File: src/rtl/skalk_pkg.sv
// Shared types and constants for the three-axis scalar Kalman filter.
// Used by skalk_mac, skalk_div and scalar_kalman_three_axis_core.
package skalk_pkg;

  // Field widths
  localparam int DATA_W    = 32;
  localparam int NOISE_W   = 24;
  localparam int GAIN_BITS = 16;
  localparam int GAIN_W    = GAIN_BITS + 1;
  localparam int MAX_AXES  = 3;

  // Parameter defaults
  localparam int DEF_FRAC_BITS = 16;
  localparam int DEF_AXES      = 3;

  // Gain of exactly one
  localparam logic [GAIN_W-1:0] GAIN_ONE = GAIN_W'(1) << GAIN_BITS;

  // Configuration register indexes
  localparam int CFG_IDX_W = 4;
  localparam logic [CFG_IDX_W-1:0] CFG_PROC_NOISE = CFG_IDX_W'(0);
  localparam logic [CFG_IDX_W-1:0] CFG_MEAS_NOISE = CFG_IDX_W'(1);
  localparam logic [CFG_IDX_W-1:0] CFG_INIT_DEV   = CFG_IDX_W'(2);
  localparam logic [CFG_IDX_W-1:0] CFG_INIT_EST   = CFG_IDX_W'(3);

  // Register reset values
  localparam logic [NOISE_W-1:0] RST_PROC_NOISE = NOISE_W'(3277);
  localparam logic [NOISE_W-1:0] RST_MEAS_NOISE = NOISE_W'(6554);
  localparam logic [NOISE_W-1:0] RST_INIT_DEV   = NOISE_W'(32768);
  localparam logic [DATA_W-1:0]  RST_INIT_EST   = DATA_W'(65536);

  // Control of one bit-serial multiply lane
  typedef struct packed {
    logic start;
    logic step;
  } mac_ctl_t;

  // Control of the restoring divider
  typedef struct packed {
    logic start;
    logic step;
    logic first;
  } div_ctl_t;

endpackage

File: src/rtl/skalk_mac.sv
// Bit-serial shift-add multiply lane: signed multiplicand, unsigned multiplier,
// one multiplier bit per step, LSB first. Depends on skalk_pkg.
module skalk_mac #(
  parameter int MW = 33,
  parameter int NB = 17
) (
  input  logic                    clk,
  input  skalk_pkg::mac_ctl_t     ctl,
  input  logic signed [MW-1:0]    a,
  input  logic        [NB-1:0]    b,
  output logic signed [MW+NB-1:0] prod
);
  import skalk_pkg::*;

  logic signed [MW-1:0] a_q;
  logic signed [MW-1:0] hi;
  logic        [NB-1:0] b_q;
  logic        [NB-1:0] lo;
  logic        [MW:0]   sum;

  // add the multiplicand when the current multiplier bit is set
  assign sum = {hi[MW-1], hi} + (b_q[0] ? {a_q[MW-1], a_q} : {(MW+1){1'b0}});

  // load operands, then shift the partial product right one bit per step
  always_ff @(posedge clk) begin
    if (ctl.start) begin
      a_q <= a;
      b_q <= b;
      hi  <= '0;
      lo  <= '0;
    end else if (ctl.step) begin
      hi  <= sum[MW:1];
      lo  <= {sum[0], lo[NB-1:1]};
      b_q <= b_q >> 1;
    end
  end

  assign prod = {hi, lo};

endmodule

File: src/rtl/skalk_div.sv
// Restoring divider for the gain: floor(num * 2^16 / den), one quotient bit
// per step, 17 steps. A zero denominator gives zero. Depends on skalk_pkg.
module skalk_div (
  input  logic                            clk,
  input  skalk_pkg::div_ctl_t             ctl,
  input  logic [skalk_pkg::DATA_W-1:0]    num,
  input  logic [skalk_pkg::DATA_W:0]      den,
  output logic [skalk_pkg::GAIN_W-1:0]    quo
);
  import skalk_pkg::*;

  localparam int DW = DATA_W + 1;

  logic [DW-1:0]     den_q;
  logic [DW-1:0]     rem_q;
  logic [GAIN_W-1:0] q_q;
  logic              zero_q;
  logic [DW:0]       trial;
  logic [DW+1:0]     diff;
  logic              ge;

  // the first step tests the integer bit without a shift
  assign trial = ctl.first ? {1'b0, rem_q} : {rem_q, 1'b0};
  assign diff  = {1'b0, trial} - {2'b00, den_q};
  assign ge    = ~diff[DW+1];

  // load operands, then subtract where the trial remainder allows
  always_ff @(posedge clk) begin
    if (ctl.start) begin
      den_q  <= den;
      rem_q  <= {1'b0, num};
      q_q    <= '0;
      zero_q <= (den == '0);
    end else if (ctl.step) begin
      rem_q  <= ge ? diff[DW-1:0] : trial[DW-1:0];
      q_q    <= {q_q[GAIN_W-2:0], ge};
    end
  end

  assign quo = zero_q ? '0 : q_q;

endmodule

File: src/rtl/scalar_kalman_three_axis_core.sv
// Three-axis scalar Kalman filter with shared variance and gain.
// Each word runs a 17-step serial divide followed by a 17-step serial
// multiply; restart adds a 24-step serial square of initial_deviation first.
// A new word is accepted only while idle. The output register lets the
// next word start while a result waits. Reset loads register defaults and
// the matching estimate and variance (19661 at 16 fraction bits).
module scalar_kalman_three_axis_core #(
  parameter int FRAC_BITS = skalk_pkg::DEF_FRAC_BITS,
  parameter int AXES      = skalk_pkg::DEF_AXES
) (
  input  logic                                 clk,
  input  logic                                 rst,
  input  logic                                 in_valid,
  output logic                                 in_ready,
  input  logic signed [skalk_pkg::DATA_W-1:0]  sample_x,
  input  logic signed [skalk_pkg::DATA_W-1:0]  sample_y,
  input  logic signed [skalk_pkg::DATA_W-1:0]  sample_z,
  input  logic                                 restart,
  output logic                                 out_valid,
  input  logic                                 out_ready,
  output logic signed [skalk_pkg::DATA_W-1:0]  estimate_x,
  output logic signed [skalk_pkg::DATA_W-1:0]  estimate_y,
  output logic signed [skalk_pkg::DATA_W-1:0]  estimate_z,
  output logic        [skalk_pkg::GAIN_W-1:0]  gain_used,
  input  logic                                 cfg_valid,
  output logic                                 cfg_ready,
  input  logic        [skalk_pkg::CFG_IDX_W-1:0] cfg_index,
  input  logic        [skalk_pkg::DATA_W-1:0]  cfg_data
);
  import skalk_pkg::*;

  localparam int STEP_W = 5;
  localparam logic [STEP_W-1:0] SQ_LAST   = STEP_W'(NOISE_W - 1);
  localparam logic [STEP_W-1:0] GAIN_LAST = STEP_W'(GAIN_W - 1);
  localparam int SQ_W = 2 * NOISE_W;
  localparam int RW   = SQ_W + 2;
  localparam int VP_W = DATA_W + 1 + GAIN_W;
  localparam int VN_W = DATA_W + 2;

  // variance after reset, from the register defaults
  localparam logic [RW-1:0] RST_SQ = RW'(RST_INIT_DEV) * RW'(RST_INIT_DEV);
  localparam logic [RW-1:0] RST_VAR_W =
    ((RST_SQ + (RW'(1) << (FRAC_BITS - 1))) >> FRAC_BITS) + RW'(RST_PROC_NOISE);
  localparam logic [DATA_W-1:0] RST_VAR =
    (|RST_VAR_W[RW-1:DATA_W]) ? '1 : RST_VAR_W[DATA_W-1:0];

  typedef enum logic [7:0] {
    ST_IDLE = 8'b0000_0001,
    ST_SQR  = 8'b0000_0010,
    ST_LOAD = 8'b0000_0100,
    ST_PREP = 8'b0000_1000,
    ST_DIV  = 8'b0001_0000,
    ST_MST  = 8'b0010_0000,
    ST_MUL  = 8'b0100_0000,
    ST_FIN  = 8'b1000_0000
  } state_t;

  state_t              state;
  logic [STEP_W-1:0]   cnt;
  logic                in_acc;
  logic                fin_go;

  logic [NOISE_W-1:0]  process_noise;
  logic [NOISE_W-1:0]  measurement_noise;
  logic [NOISE_W-1:0]  initial_deviation;
  logic [DATA_W-1:0]   initial_estimate;

  logic [DATA_W-1:0]   var_q;
  logic [GAIN_W-1:0]   gain;
  logic [GAIN_W-1:0]   gain_q;

  mac_ctl_t            sq_ctl;
  mac_ctl_t            mul_ctl;
  div_ctl_t            div_ctl;

  logic signed [SQ_W:0]   sq_prod;
  logic [RW-1:0]          rv_sum;
  logic [RW-1:0]          rv_wide;
  logic [DATA_W-1:0]      rv_sat;

  logic signed [VP_W-1:0] vprod;
  logic [VP_W-1:0]        vrnd;
  logic [VN_W-1:0]        vn;
  logic [DATA_W-1:0]      vn_sat;

  logic signed [DATA_W-1:0] smp_in  [MAX_AXES];
  logic signed [DATA_W-1:0] est_res [MAX_AXES];

  assign in_ready  = (state == ST_IDLE);
  assign in_acc    = in_valid & in_ready;
  assign fin_go    = (state == ST_FIN) && (!out_valid || out_ready);
  assign cfg_ready = 1'b1;

  // configuration registers
  always_ff @(posedge clk) begin
    if (rst) begin
      process_noise     <= RST_PROC_NOISE;
      measurement_noise <= RST_MEAS_NOISE;
      initial_deviation <= RST_INIT_DEV;
      initial_estimate  <= RST_INIT_EST;
    end else if (cfg_valid && cfg_ready) begin
      unique case (cfg_index)
        CFG_PROC_NOISE: process_noise     <= cfg_data[NOISE_W-1:0];
        CFG_MEAS_NOISE: measurement_noise <= cfg_data[NOISE_W-1:0];
        CFG_INIT_DEV:   initial_deviation <= cfg_data[NOISE_W-1:0];
        CFG_INIT_EST:   initial_estimate  <= cfg_data;
        default: ;
      endcase
    end
  end

  // sequencer: square on restart, divide, multiply, write back
  always_ff @(posedge clk) begin
    if (rst) begin
      state <= ST_IDLE;
      cnt   <= '0;
    end else begin
      unique case (state)
        ST_IDLE: begin
          cnt <= '0;
          if (in_acc) state <= restart ? ST_SQR : ST_PREP;
        end
        ST_SQR: begin
          cnt <= cnt + STEP_W'(1);
          if (cnt == SQ_LAST) state <= ST_LOAD;
        end
        ST_LOAD: state <= ST_PREP;
        ST_PREP: begin
          cnt   <= '0;
          state <= ST_DIV;
        end
        ST_DIV: begin
          cnt <= cnt + STEP_W'(1);
          if (cnt == GAIN_LAST) state <= ST_MST;
        end
        ST_MST: begin
          cnt   <= '0;
          state <= ST_MUL;
        end
        ST_MUL: begin
          cnt <= cnt + STEP_W'(1);
          if (cnt == GAIN_LAST) state <= ST_FIN;
        end
        ST_FIN: if (fin_go) state <= ST_IDLE;
        default: state <= ST_IDLE;
      endcase
    end
  end

  // restart variance: square the deviation serially
  assign sq_ctl.start = in_acc & restart;
  assign sq_ctl.step  = (state == ST_SQR);

  skalk_mac #(.MW(NOISE_W + 1), .NB(NOISE_W)) u_sq (
    .clk  (clk),
    .ctl  (sq_ctl),
    .a    ({1'b0, initial_deviation}),
    .b    (initial_deviation),
    .prod (sq_prod)
  );

  // round off the fraction, add Q, saturate
  assign rv_sum  = RW'(sq_prod[SQ_W-1:0]) + (RW'(1) << (FRAC_BITS - 1));
  assign rv_wide = (rv_sum >> FRAC_BITS) + RW'(process_noise);
  assign rv_sat  = (|rv_wide[RW-1:DATA_W]) ? '1 : rv_wide[DATA_W-1:0];

  // gain = P / (P + R)
  assign div_ctl.start = (state == ST_PREP);
  assign div_ctl.step  = (state == ST_DIV);
  assign div_ctl.first = (cnt == '0);

  skalk_div u_div (
    .clk (clk),
    .ctl (div_ctl),
    .num (var_q),
    .den ({1'b0, var_q} + (DATA_W + 1)'(measurement_noise)),
    .quo (gain)
  );

  // the variance and estimate multiply lanes run together
  assign mul_ctl.start = (state == ST_MST);
  assign mul_ctl.step  = (state == ST_MUL);

  // variance update: (1 - gain) * P, rounded, plus Q
  skalk_mac #(.MW(DATA_W + 1), .NB(GAIN_W)) u_var (
    .clk  (clk),
    .ctl  (mul_ctl),
    .a    ({1'b0, var_q}),
    .b    (GAIN_ONE - gain),
    .prod (vprod)
  );

  assign vrnd   = vprod + (VP_W'(1) << (GAIN_BITS - 1));
  assign vn     = VN_W'(vrnd >> GAIN_BITS) + VN_W'(process_noise);
  assign vn_sat = (|vn[VN_W-1:DATA_W]) ? '1 : vn[DATA_W-1:0];

  always_ff @(posedge clk) begin
    if (rst) begin
      var_q <= RST_VAR;
    end else if (state == ST_LOAD) begin
      var_q <= rv_sat;
    end else if (fin_go) begin
      var_q <= vn_sat;
    end
  end

  assign smp_in[0] = sample_x;
  assign smp_in[1] = sample_y;
  assign smp_in[2] = sample_z;

  // per-axis estimate lanes
  for (genvar i = 0; i < MAX_AXES; i++) begin : g_axis
    if (i < AXES) begin : g_on
      logic signed [DATA_W-1:0] smp_q;
      logic signed [DATA_W-1:0] est_q;
      logic signed [DATA_W-1:0] res_q;
      logic signed [DATA_W-1:0] est_new;
      logic signed [DATA_W:0]   diff;
      logic signed [VP_W-1:0]   aprod;
      logic        [VP_W-1:0]   arnd;

      // hold the sample for the whole update
      always_ff @(posedge clk) begin
        if (in_acc) smp_q <= smp_in[i];
      end

      assign diff = {smp_q[DATA_W-1], smp_q} - {est_q[DATA_W-1], est_q};

      skalk_mac #(.MW(DATA_W + 1), .NB(GAIN_W)) u_mac (
        .clk  (clk),
        .ctl  (mul_ctl),
        .a    (diff),
        .b    (gain),
        .prod (aprod)
      );

      // round half up and move the estimate toward the sample
      assign arnd    = aprod + (VP_W'(1) << (GAIN_BITS - 1));
      assign est_new = est_q + arnd[GAIN_BITS+DATA_W-1:GAIN_BITS];

      always_ff @(posedge clk) begin
        if (rst) begin
          est_q <= RST_INIT_EST;
        end else if (state == ST_LOAD) begin
          est_q <= initial_estimate;
        end else if (fin_go) begin
          est_q <= est_new;
        end
      end

      always_ff @(posedge clk) begin
        if (fin_go) res_q <= est_new;
      end

      assign est_res[i] = res_q;
    end else begin : g_off
      assign est_res[i] = '0;
    end
  end

  // output word register
  always_ff @(posedge clk) begin
    if (rst) begin
      out_valid <= 1'b0;
    end else if (fin_go) begin
      out_valid <= 1'b1;
    end else if (out_ready) begin
      out_valid <= 1'b0;
    end
  end

  always_ff @(posedge clk) begin
    if (fin_go) gain_q <= gain;
  end

  assign estimate_x = est_res[0];
  assign estimate_y = est_res[1];
  assign estimate_z = est_res[2];
  assign gain_used  = gain_q;

  // checks
  a_busy_after_accept: assert property (@(posedge clk) disable iff (rst)
    (in_valid && in_ready) |=> !in_ready)
    else $error("input accepted while an update was running");

  a_gain_range: assert property (@(posedge clk) disable iff (rst)
    out_valid |-> (gain_used <= GAIN_ONE))
    else $error("gain above one");

  a_div_steps: assert property (@(posedge clk) disable iff (rst)
    (state == ST_DIV) |-> (cnt <= GAIN_LAST))
    else $error("divider step count overran");

  a_unused_axis: assert property (@(posedge clk) disable iff (rst)
    out_valid |-> (AXES > 2 || estimate_z == '0))
    else $error("unused axis estimate not zero");

  a_writeback: assert property (@(posedge clk) disable iff (rst)
    fin_go |=> (out_valid && in_ready))
    else $error("write back did not publish the result");

endmodule
File: config.mk
export PLATFORM = sky130hd
export DESIGN_NAME = scalar_kalman_three_axis_core
export DESIGN_NICKNAME = d
export VERILOG_FILES = /design/src/rtl/skalk_pkg.sv /design/src/rtl/skalk_mac.sv /design/src/rtl/skalk_div.sv /design/src/rtl/scalar_kalman_three_axis_core.sv
export SDC_FILE = /design/constraint.sdc
export NUM_CORES = 2
export LEC_CHECK = 0
export ABC_CLOCK_PERIOD_IN_PS = 6200
export BUFFER_PORTS_ARGS = -buffer_cell sky130_fd_sc_hd__clkbuf_2
export CAP_MARGIN = 20
export CORE_MARGIN = 2
export CORE_UTILIZATION = 45
export CTS_CLUSTER_DIAMETER = 30
export CTS_CLUSTER_SIZE = 16
export DETAILED_ROUTE_END_ITERATION = 8
export PLACE_DENSITY = 0.58
export SYNTH_ARGS = -nofsm -noshare
export SYNTH_HDL_FRONTEND = slang
export SYNTH_SLANG_ARGS = --single-unit
File: constraint.sdc
create_clock -name clk -period 6.2 [get_ports clk]
set_clock_uncertainty 0.05 [all_clocks]
set_input_delay 0.62 -clock clk [delete_from_list [all_inputs] [get_ports clk]]
set_output_delay 0.62 -clock clk [all_outputs]
set_load 0.01 [all_outputs]
After elaboration in Yosys (flattened, before gate mapping)
Index checks and enable logic that the tools add are counted.
- add/subtract/negate cells: 22
- multiply operators: 0
- div/mod/pow operators: 0
- order comparisons: 0
- eq/ne operators: 18
- shift-type cells: 0
- mux-type cells: 40
- bitwise gates (word level): 3
- reductions and logical operators: 21
- operator list (operator ; count):
    32-bit 2-to-1 mux ; 13
    17-bit 2-to-1 mux ; 9
    48-bit by 17-bit adder with 48-bit output (second input constant) ; 3
    34-bit adder ; 4
    34-bit 2-to-1 mux ; 4
    32-bit by 32-bit subtractor with 33-bit output ; 3
    32-bit adder ; 3
    24-bit 2-to-1 mux ; 3
    8-bit one-hot mux with 8 select lines ; 1
    50-bit by 17-bit adder with 50-bit output (second input constant) ; 1
    48-bit by 16-bit adder with 49-bit output (second input constant) ; 1
    8-bit 2-to-1 mux ; 5
    34-bit by 33-bit subtractor with 35-bit output ; 1
    33-bit by 24-bit adder with 34-bit output ; 1
    34-bit by 24-bit adder with 34-bit output ; 1
    32-bit by 24-bit adder with 33-bit output ; 1
    33-bit zero test ; 1
    33-bit 2-to-1 mux ; 1
    26-bit adder ; 1
    18-bit OR reduction ; 1
    17-bit subtractor (first input constant) ; 1
    2-bit nonzero test ; 6
    5-bit == test (second input constant) ; 2
    5-bit one-hot mux with 2 select lines ; 1
    26 further kinds ; 36
- register bits: 1035
- bits in latches: 0
- bits in writable memories: 0
- bits in read-only memories: 0
- input port bits: 138
- output and inout bits: 116
- word-level logic and storage cells: 147
- memories kept: 0

Longest topological paths before layout
- depth in word-level cells: 6
- gate-level depth with buffers: 22
- mapped depth without buffers: 20

Cells and area by module
A second synthesis with hierarchy kept.
- cells, all modules: 6903
- area, all modules: 64428.0 µm²
- modules (own cells, without submodules) (module ; times used ; cells each ; area an instance (µm²) ; sequential area each (µm²)):
    scalar_kalman_three_axis_core ; 1 ; 3760 ; 32174.6 ; 11200.7
    skalk_mac (g_axis[0].g_on.u_mac ...) ; 3 ; 516 ; 5363.9 ; 2502.4
    skalk_div ; 1 ; 586 ; 5800.6 ; 2342.2
    skalk_mac (u_var) ; 1 ; 553 ; 5496.5 ; 2502.4
    skalk_mac (u_sq) ; 1 ; 456 ; 4864.7 ; 2452.4

Worst setup path before layout
No wires, ideal clock.
- path type: flip-flop to flip-flop
- start point: register state[0]
- end point: register g_axis[0].g_on.u_mac.a_q[0], enable pin
- library setup time: 0.546 ns
- arrival time: 5.125 ns
- data required time: 5.604 ns
- slack: 0.479 ns
- cell stages (with the launch flop): 6
- path buffers: 1
- period minus slack after synthesis: 5.721 ns
- cells stage by stage: dfxtp_1 or4_1 nor3_1 nand3b_1 clkinv_1 buf_1
- word-level cells in the longest chain between the ends: 1
- RTL lines (what ; RTL line ; text):
    start: declaration ; scalar_kalman_three_axis_core.sv:58 ; state_t state;
    start signal: assignment ; scalar_kalman_three_axis_core.sv:121 ; if (in_acc) state <= restart ? ST_SQR : ST_PREP;
    8-bit by 6-bit == test with 1-bit output ; scalar_kalman_three_axis_core.sv:181 ; assign mul_ctl.start = (state == ST_MST);
    end signal: assignment ; skalk_mac.sv:27 ; a_q <= a;
    end: declaration ; skalk_mac.sv:15 ; logic signed [MW-1:0] a_q;
Every way passes these cells.
A chain may end at the register's enable or synchronous reset.

Worst setup path in the final report
- start point: register cnt[0]
- end point: register u_div.rem_q[29], data pin
- word-level cells in the longest chain between the ends: 6
- RTL lines (what ; RTL line ; text):
    start: declaration ; scalar_kalman_three_axis_core.sv:59 ; logic [STEP_W-1:0] cnt;
    start signal: assignment ; scalar_kalman_three_axis_core.sv:124 ; cnt <= cnt + STEP_W'(1);
    start signal: assignment ; scalar_kalman_three_axis_core.sv:133 ; cnt <= cnt + STEP_W'(1);
    start signal: assignment ; scalar_kalman_three_axis_core.sv:141 ; cnt <= cnt + STEP_W'(1);
    5-bit zero test (*) ; scalar_kalman_three_axis_core.sv:170 ; assign div_ctl.first = (cnt == '0);
    34-bit 2-to-1 mux (*) ; skalk_div.sv:23 ; assign trial = ctl.first ? {1'b0, rem_q} : {rem_q, 1'b0};
    34-bit by 33-bit subtractor with 35-bit output ; skalk_div.sv:24 ; assign diff = {1'b0, trial} - {2'b00, den_q};
    33-bit 2-to-1 mux (*) ; skalk_div.sv:35 ; rem_q <= ge ? diff[DW-1:0] : trial[DW-1:0];
    32-bit 2-to-1 mux (*) ; skalk_div.sv:34 ; end else if (ctl.step) begin
    32-bit 2-to-1 mux (*) ; skalk_div.sv:29 ; if (ctl.start) begin
    end signal: assignment ; skalk_div.sv:31 ; rem_q <= {1'b0, num};
    end signal: assignment ; skalk_div.sv:35 ;
    end: declaration ; skalk_div.sv:15 ; logic [DW-1:0] rem_q;
Every way passes the cells marked *; elsewhere a longest branch is shown, timed or not. The select of a mux whose other input is x is not followed.

==> summary.txt <==
Status
  – Status: finished clean

Timing
  – Fmax: between 150 and 200 MHz
  – Final critical-path required period: 5.49 ns
  – Tightest Pin Transition: ~1.3 ns
  – Number of endpoints with negative hold slack in the final report: 0
  – Number of max-slew violations in the final report: 0
  – Part of the cycle the worst path needs: approximately nine tenths
  – Max_slew headroom: 15.5%
  – Total negative slack for setup checks: 0 ns
  – Post-route worst hold slack: 0.0749 ns
  – Unrepaired setup endpoints after global routing: false
  – Endpoints failing setup: 0
  – Final setup margin: roughly 0.71 ns

Worst setup path
  – Beginning of the worst register-to-register path: cnt[0]
  – Class of the most critical setup path: reg -> reg
  – Number of buffer and inverter instances along the worst setup path: 2
  – Maximum cell stage delay along the critical path: 0.68 ns
  – Endpoint type of the worst setup path: flip-flop
  – Required time worst endpoint: 6.72 ns
  – Worst endpoint data arrival time: ~6.0 ns
  – Register-to-register path setup slack: 0.71 ns
  – Length in cells of the worst reg-to-reg path: 18
  – Peak fanout along the critical path: 12
  – Family with the most delay on the worst path: simple AND/OR/NAND/NOR gates
  – CP startpoint kind: flip-flop
  – Cells along the critical path: inv_1 -> ha_1 -> nor3b_1 -> and2_1 -> buf_4 -> mux2_2 -> ha_1 -> o21ai_0 -> nor2_1 -> nor4bb_1 -> o21ai_1 -> nor4b_1 -> or3_1 -> a31oi_1 -> nor2_1 -> o21ai_0 -> nor4bb_1 -> o32a_1
  – Worst R2R End: u_div.rem_q[29]
  – Crit-path slowest cell: sky130_fd_sc_hd__and2_1

Floorplan
  – Die height: around 360 um
  – CORE AREA: 127000 sq um
  – Initial cell density of the core: 45.3%
  – Number of top-level pins: 254
  – Row Count: 131
  – Area of the die: around 130000 sq um
  – DIE WIDTH: 362 um

Pwr
  – Cell internal pwr: 16.1 mW
  – Fraction of power consumed by the clock network: approximately three fifths
  – Maximum VDD drop: 0.310 mV
  – Power per standard cell area: 300 nW/um^2
  – Combinational group share of total power: 7.7%
  – Power spent charging and discharging nets: a little under 5 mW
  – Register share of total power: 32.5%
  – Static Leak: 29.0 nW
  – Switching fraction of total power: 23.5%
  – Total power after layout: 21.0 mW

Worst hold path
  – WHS Endpoint: initial_estimate[29]
  – Hold WC Path Type: in -> reg
  – Worst hold path depth: 3
  – Worst Hold Launch: cfg_data[29]

GRT
  – Total track usage: between 20% and 30%
  – Final global-route overflow total: 0
  – Maximum number of pins on one net before global-route repair: around 150
  – Global-route wire length before repair: 267000 um
  – Vias in the first global route: 46347
  – Number of antenna violations at the first check in global routing: 9

Cells and area
  – Number of filler cells placed in the layout: 11346
  – Layout cells sized above 1: 11.6%
  – Design area: around 70000 sq um
  – Signed area change from the synthesized netlist to the final layout: 21.4%
  – Post-layout nets: between 7000 and 8000

Yosys
  – Synth async-reset ratio: 0%
  – Post-Synthesis Mean Instance Area: 9.04 sq um
  – Number of instances in the synthesized netlist: 6379
  – Number of synthesized register bits: 926
  – Sequential share of the synthesized area: 40.6%
  – Synth cell types: slightly below 100
  – Synthesized cell area: 57700 sq um
  – Most frequently used flop master after synthesis: sky130_fd_sc_hd__edfxtp_1
  – Synthesis warning total: 0
  – Number of enable flip-flop cells after synthesis: 488
  – Syn Nets: 6990

CTS
  – CTS H-Tree Depth: 4
  – CTS tree: built
  – Clock transition at the registers of the reported paths: 0.04 ns
  – Total clock sinks: 926
  – Latest clock arrival within the worst-skew pair: 0.83 ns
  – # resized after CTS: 0
  – CTS Buf Count: approximately 230
  – Deepest clock path buffer count: 3
  – Clk Tree Root Cell: sky130_fd_sc_hd__clkbuf_16

Placed design
  – Cell area after placement: 60800 sq um
  – Post-placement setup slack: 0.810 ns
  – Port-buffer cells: roughly 250
  – Detailed placer's ending HPWL: 130000 um
  – Weighted congestion at the end of routability-driven global placement: 0.911

Detailed routing
  – Final wirelength: 175000 um
  – Mean number of vias per cell: 5.58
  – Detailed-router iteration count before antenna repair: 6
  – Initial drt markers: 3988
  – Routed wire per std cell: roughly 20 um
  – Post-detailed-route DRC marker count: 0
  – Total number of vias: 48480
  – Remaining number of nets flagged by the antenna check after routing: 0

Run
  – # Max-Cap Violations: 0
-- power groups by stage --
stage | Clock, mW | Sequential [mW] | Combinational, mW
after global placement | 0 | 6.93 | 1.52
after global routing | 13.0 | 6.83 | 1.79
after CTS | 12.7 | 6.82 | 1.60
after detailed placement | 0 | 6.93 | 1.54
after floorplan | 0 | 6.88 | 1.13
final | 12.6 | 6.82 | 1.61
-- metal layers --
metal  wire (um)  share of wire [%]  GRT usage [%]  vias to the layer above
met5          51              0.029              0                        -
met4        6780                3.9           11.0                        8
met3       10000                5.7           4.03                      307
met2       77400                 44           40.8                     1405
met1       81200                 46           36.2                    22850
li1            -                  -              -                    23910
-- per-stage QoR --
step                      util (%)  cells
after CTS                     55.0   8679
after detailed placement      47.7   8144
after global routing          55.0   8680
after floorplan                  -   6379
after global placement        47.7   8142
final                         55.0   8681
-- worst reg2reg max path, cell delays in order (launching register included) --
cell and delay, ns:
sky130_fd_sc_hd__dfxtp_1 0.34, sky130_fd_sc_hd__inv_1 0.08, sky130_fd_sc_hd__ha_1 0.13, sky130_fd_sc_hd__nor3b_1 0.23, sky130_fd_sc_hd__and2_1 0.68, sky130_fd_sc_hd__buf_4 0.36
sky130_fd_sc_hd__mux2_2 0.38, sky130_fd_sc_hd__ha_1 0.31, sky130_fd_sc_hd__o21ai_0 0.12, sky130_fd_sc_hd__nor2_1 0.13, sky130_fd_sc_hd__nor4bb_1 0.52, sky130_fd_sc_hd__o21ai_1 0.21
sky130_fd_sc_hd__nor4b_1 0.20, sky130_fd_sc_hd__or3_1 0.41, sky130_fd_sc_hd__a31oi_1 0.25, sky130_fd_sc_hd__nor2_1 0.08, sky130_fd_sc_hd__o21ai_0 0.29, sky130_fd_sc_hd__nor4bb_1 0.10
sky130_fd_sc_hd__o32a_1 0.35
-- cell usage after synthesis (13+ instances only) --
cell | number | area, sq um
sky130_fd_sc_hd__nor4_1 | 15 | 93.8
sky130_fd_sc_hd__nand3_1 | 213 | 1070
sky130_fd_sc_hd__o21ai_0 | 449 | 2250
sky130_fd_sc_hd__nor2b_1 | 57 | 357
sky130_fd_sc_hd__edfxtp_1 | 488 | 14700
sky130_fd_sc_hd__a31oi_1 | 106 | 663
sky130_fd_sc_hd__nor3_1 | 78 | 390
sky130_fd_sc_hd__nor2_1 | 305 | 1140
sky130_fd_sc_hd__clkbuf_1 | 186 | 698
sky130_fd_sc_hd__a211oi_1 | 39 | 293
sky130_fd_sc_hd__a22oi_1 | 33 | 248
sky130_fd_sc_hd__dfxtp_1 | 438 | 8770
sky130_fd_sc_hd__a21boi_0 | 14 | 105
sky130_fd_sc_hd__nor3b_1 | 13 | 97.6
sky130_fd_sc_hd__or3_1 | 31 | 194
sky130_fd_sc_hd__a22o_1 | 17 | 149
sky130_fd_sc_hd__and4_1 | 26 | 228
sky130_fd_sc_hd__nand2_1 | 912 | 3420
sky130_fd_sc_hd__and3_1 | 60 | 375
sky130_fd_sc_hd__o21bai_1 | 54 | 405
sky130_fd_sc_hd__o211ai_1 | 24 | 180
sky130_fd_sc_hd__xnor2_1 | 371 | 3250
sky130_fd_sc_hd__a211o_1 | 14 | 123
sky130_fd_sc_hd__nand4_1 | 71 | 444
sky130_fd_sc_hd__buf_1 | 13 | 48.8
sky130_fd_sc_hd__o31ai_1 | 23 | 173
sky130_fd_sc_hd__a21o_1 | 181 | 1360
sky130_fd_sc_hd__nand2b_1 | 75 | 469
sky130_fd_sc_hd__inv_1 | 292 | 1100
sky130_fd_sc_hd__nand3b_1 | 16 | 120
sky130_fd_sc_hd__ha_1 | 458 | 5730
sky130_fd_sc_hd__mux2_2 | 33 | 372
sky130_fd_sc_hd__or2_2 | 16 | 100
sky130_fd_sc_hd__o22ai_1 | 20 | 125
sky130_fd_sc_hd__a21oi_1 | 542 | 2710
sky130_fd_sc_hd__o21a_1 | 66 | 495
sky130_fd_sc_hd__fa_1 | 15 | 300
sky130_fd_sc_hd__mux2i_1 | 17 | 170
sky130_fd_sc_hd__and2_1 | 182 | 1140
sky130_fd_sc_hd__xor2_1 | 203 | 1780
sky130_fd_sc_hd__o21ai_1 | 35 | 175
-- logic make-up after synthesis --
kind of cell / Yosys count / share of synthesized area, %
simple gates: 2103 / 17.3
compound gates: 1746 / 18.5
flops: 926 / 40.6
xor+xnor: 576 / 8.80
buf+inv: 503 / 3.31
fa+ha+maj: 473 / 10.5
mux: 51 / 0.966
other cells: 1 / 0.00650
-- final cells by class --
class,count,area (sq um),share of cell area (%)
well taps,1662,2080,2.97
diodes,1,2.50,0.00357
repair buffers,414,2780,3.97
flip-flops and latches,926,23400,33.5
inverters,296,1120,1.60
multi-input cells,4950,32400,46.3
clock inverters,160,2040,2.91
clock buffers,272,6170,8.81
-- placed cells by master, fill, tap and decap left out, types with 35 or more instances in the layout --
master                            n
sky130_fd_sc_hd__xor2_1         203
sky130_fd_sc_hd__xnor2_1        371
sky130_fd_sc_hd__nor3_1          76
sky130_fd_sc_hd__clkinv_2        35
sky130_fd_sc_hd__nor2b_1         57
sky130_fd_sc_hd__a211oi_1        39
sky130_fd_sc_hd__nand2b_1        75
sky130_fd_sc_hd__a21oi_1        542
sky130_fd_sc_hd__nand3_1        213
sky130_fd_sc_hd__edfxtp_1       488
sky130_fd_sc_hd__and2_1         181
sky130_fd_sc_hd__buf_4           54
sky130_fd_sc_hd__and3_1          60
sky130_fd_sc_hd__a21o_1         181
sky130_fd_sc_hd__o21a_1          66
sky130_fd_sc_hd__nand4_1         71
sky130_fd_sc_hd__o21ai_1         35
sky130_fd_sc_hd__ha_1           458
sky130_fd_sc_hd__bufinv_16       40
sky130_fd_sc_hd__o21bai_1        54
sky130_fd_sc_hd__dlygate4sd3_1  103
sky130_fd_sc_hd__a31oi_1        106
sky130_fd_sc_hd__nand2_1        910
sky130_fd_sc_hd__dfxtp_1        438
sky130_fd_sc_hd__nor2_1         302
sky130_fd_sc_hd__o21ai_0        449
sky130_fd_sc_hd__clkbuf_2       252
sky130_fd_sc_hd__inv_1          290
sky130_fd_sc_hd__clkbuf_16      235
-- registers in the layout (all words and copies together) (netlist names), 33 cells and up --
signal and count:
g_axis.g_on.smp_q 96, u_var.hi 33, u_div.den_q 33, g_axis.g_on.est_q 96, g_axis.g_on.u_mac.a_q 99, g_axis.g_on.u_mac.hi 99, u_div.rem_q 33
-- what timing repair did --
| item | in CTS | in global routing |
|---|---|---|
| hold buffers | 103 | 0 |
| hold endpoints to repair | 103 | 0 |
| buffers inserted | 0 | 0 |
-- worst max-delay path by stage --
| stage | start | depth (start not counted) | endpoint | slack (ns) |
|---|---|---|---|---|
| 3_3_place_gp | cnt[0] | 18 | u_div.rem_q[29] | 0.92 |
| 6_report | cnt[0] | 18 | u_div.rem_q[29] | 0.71 |
| 3_5_place_dp | cnt[0] | 18 | u_div.rem_q[29] | 0.81 |
| 4_1_cts | cnt[0] | 18 | u_div.rem_q[29] | 0.80 |
| 2_1_floorplan | state[0] | 5 | g_axis[0].g_on.u_mac.a_q[0] | 0.48 |
| 5_1_grt | cnt[0] | 18 | u_div.rem_q[29] | 0.35 |
No activity file was read; power rests on OpenSTA's default activity.
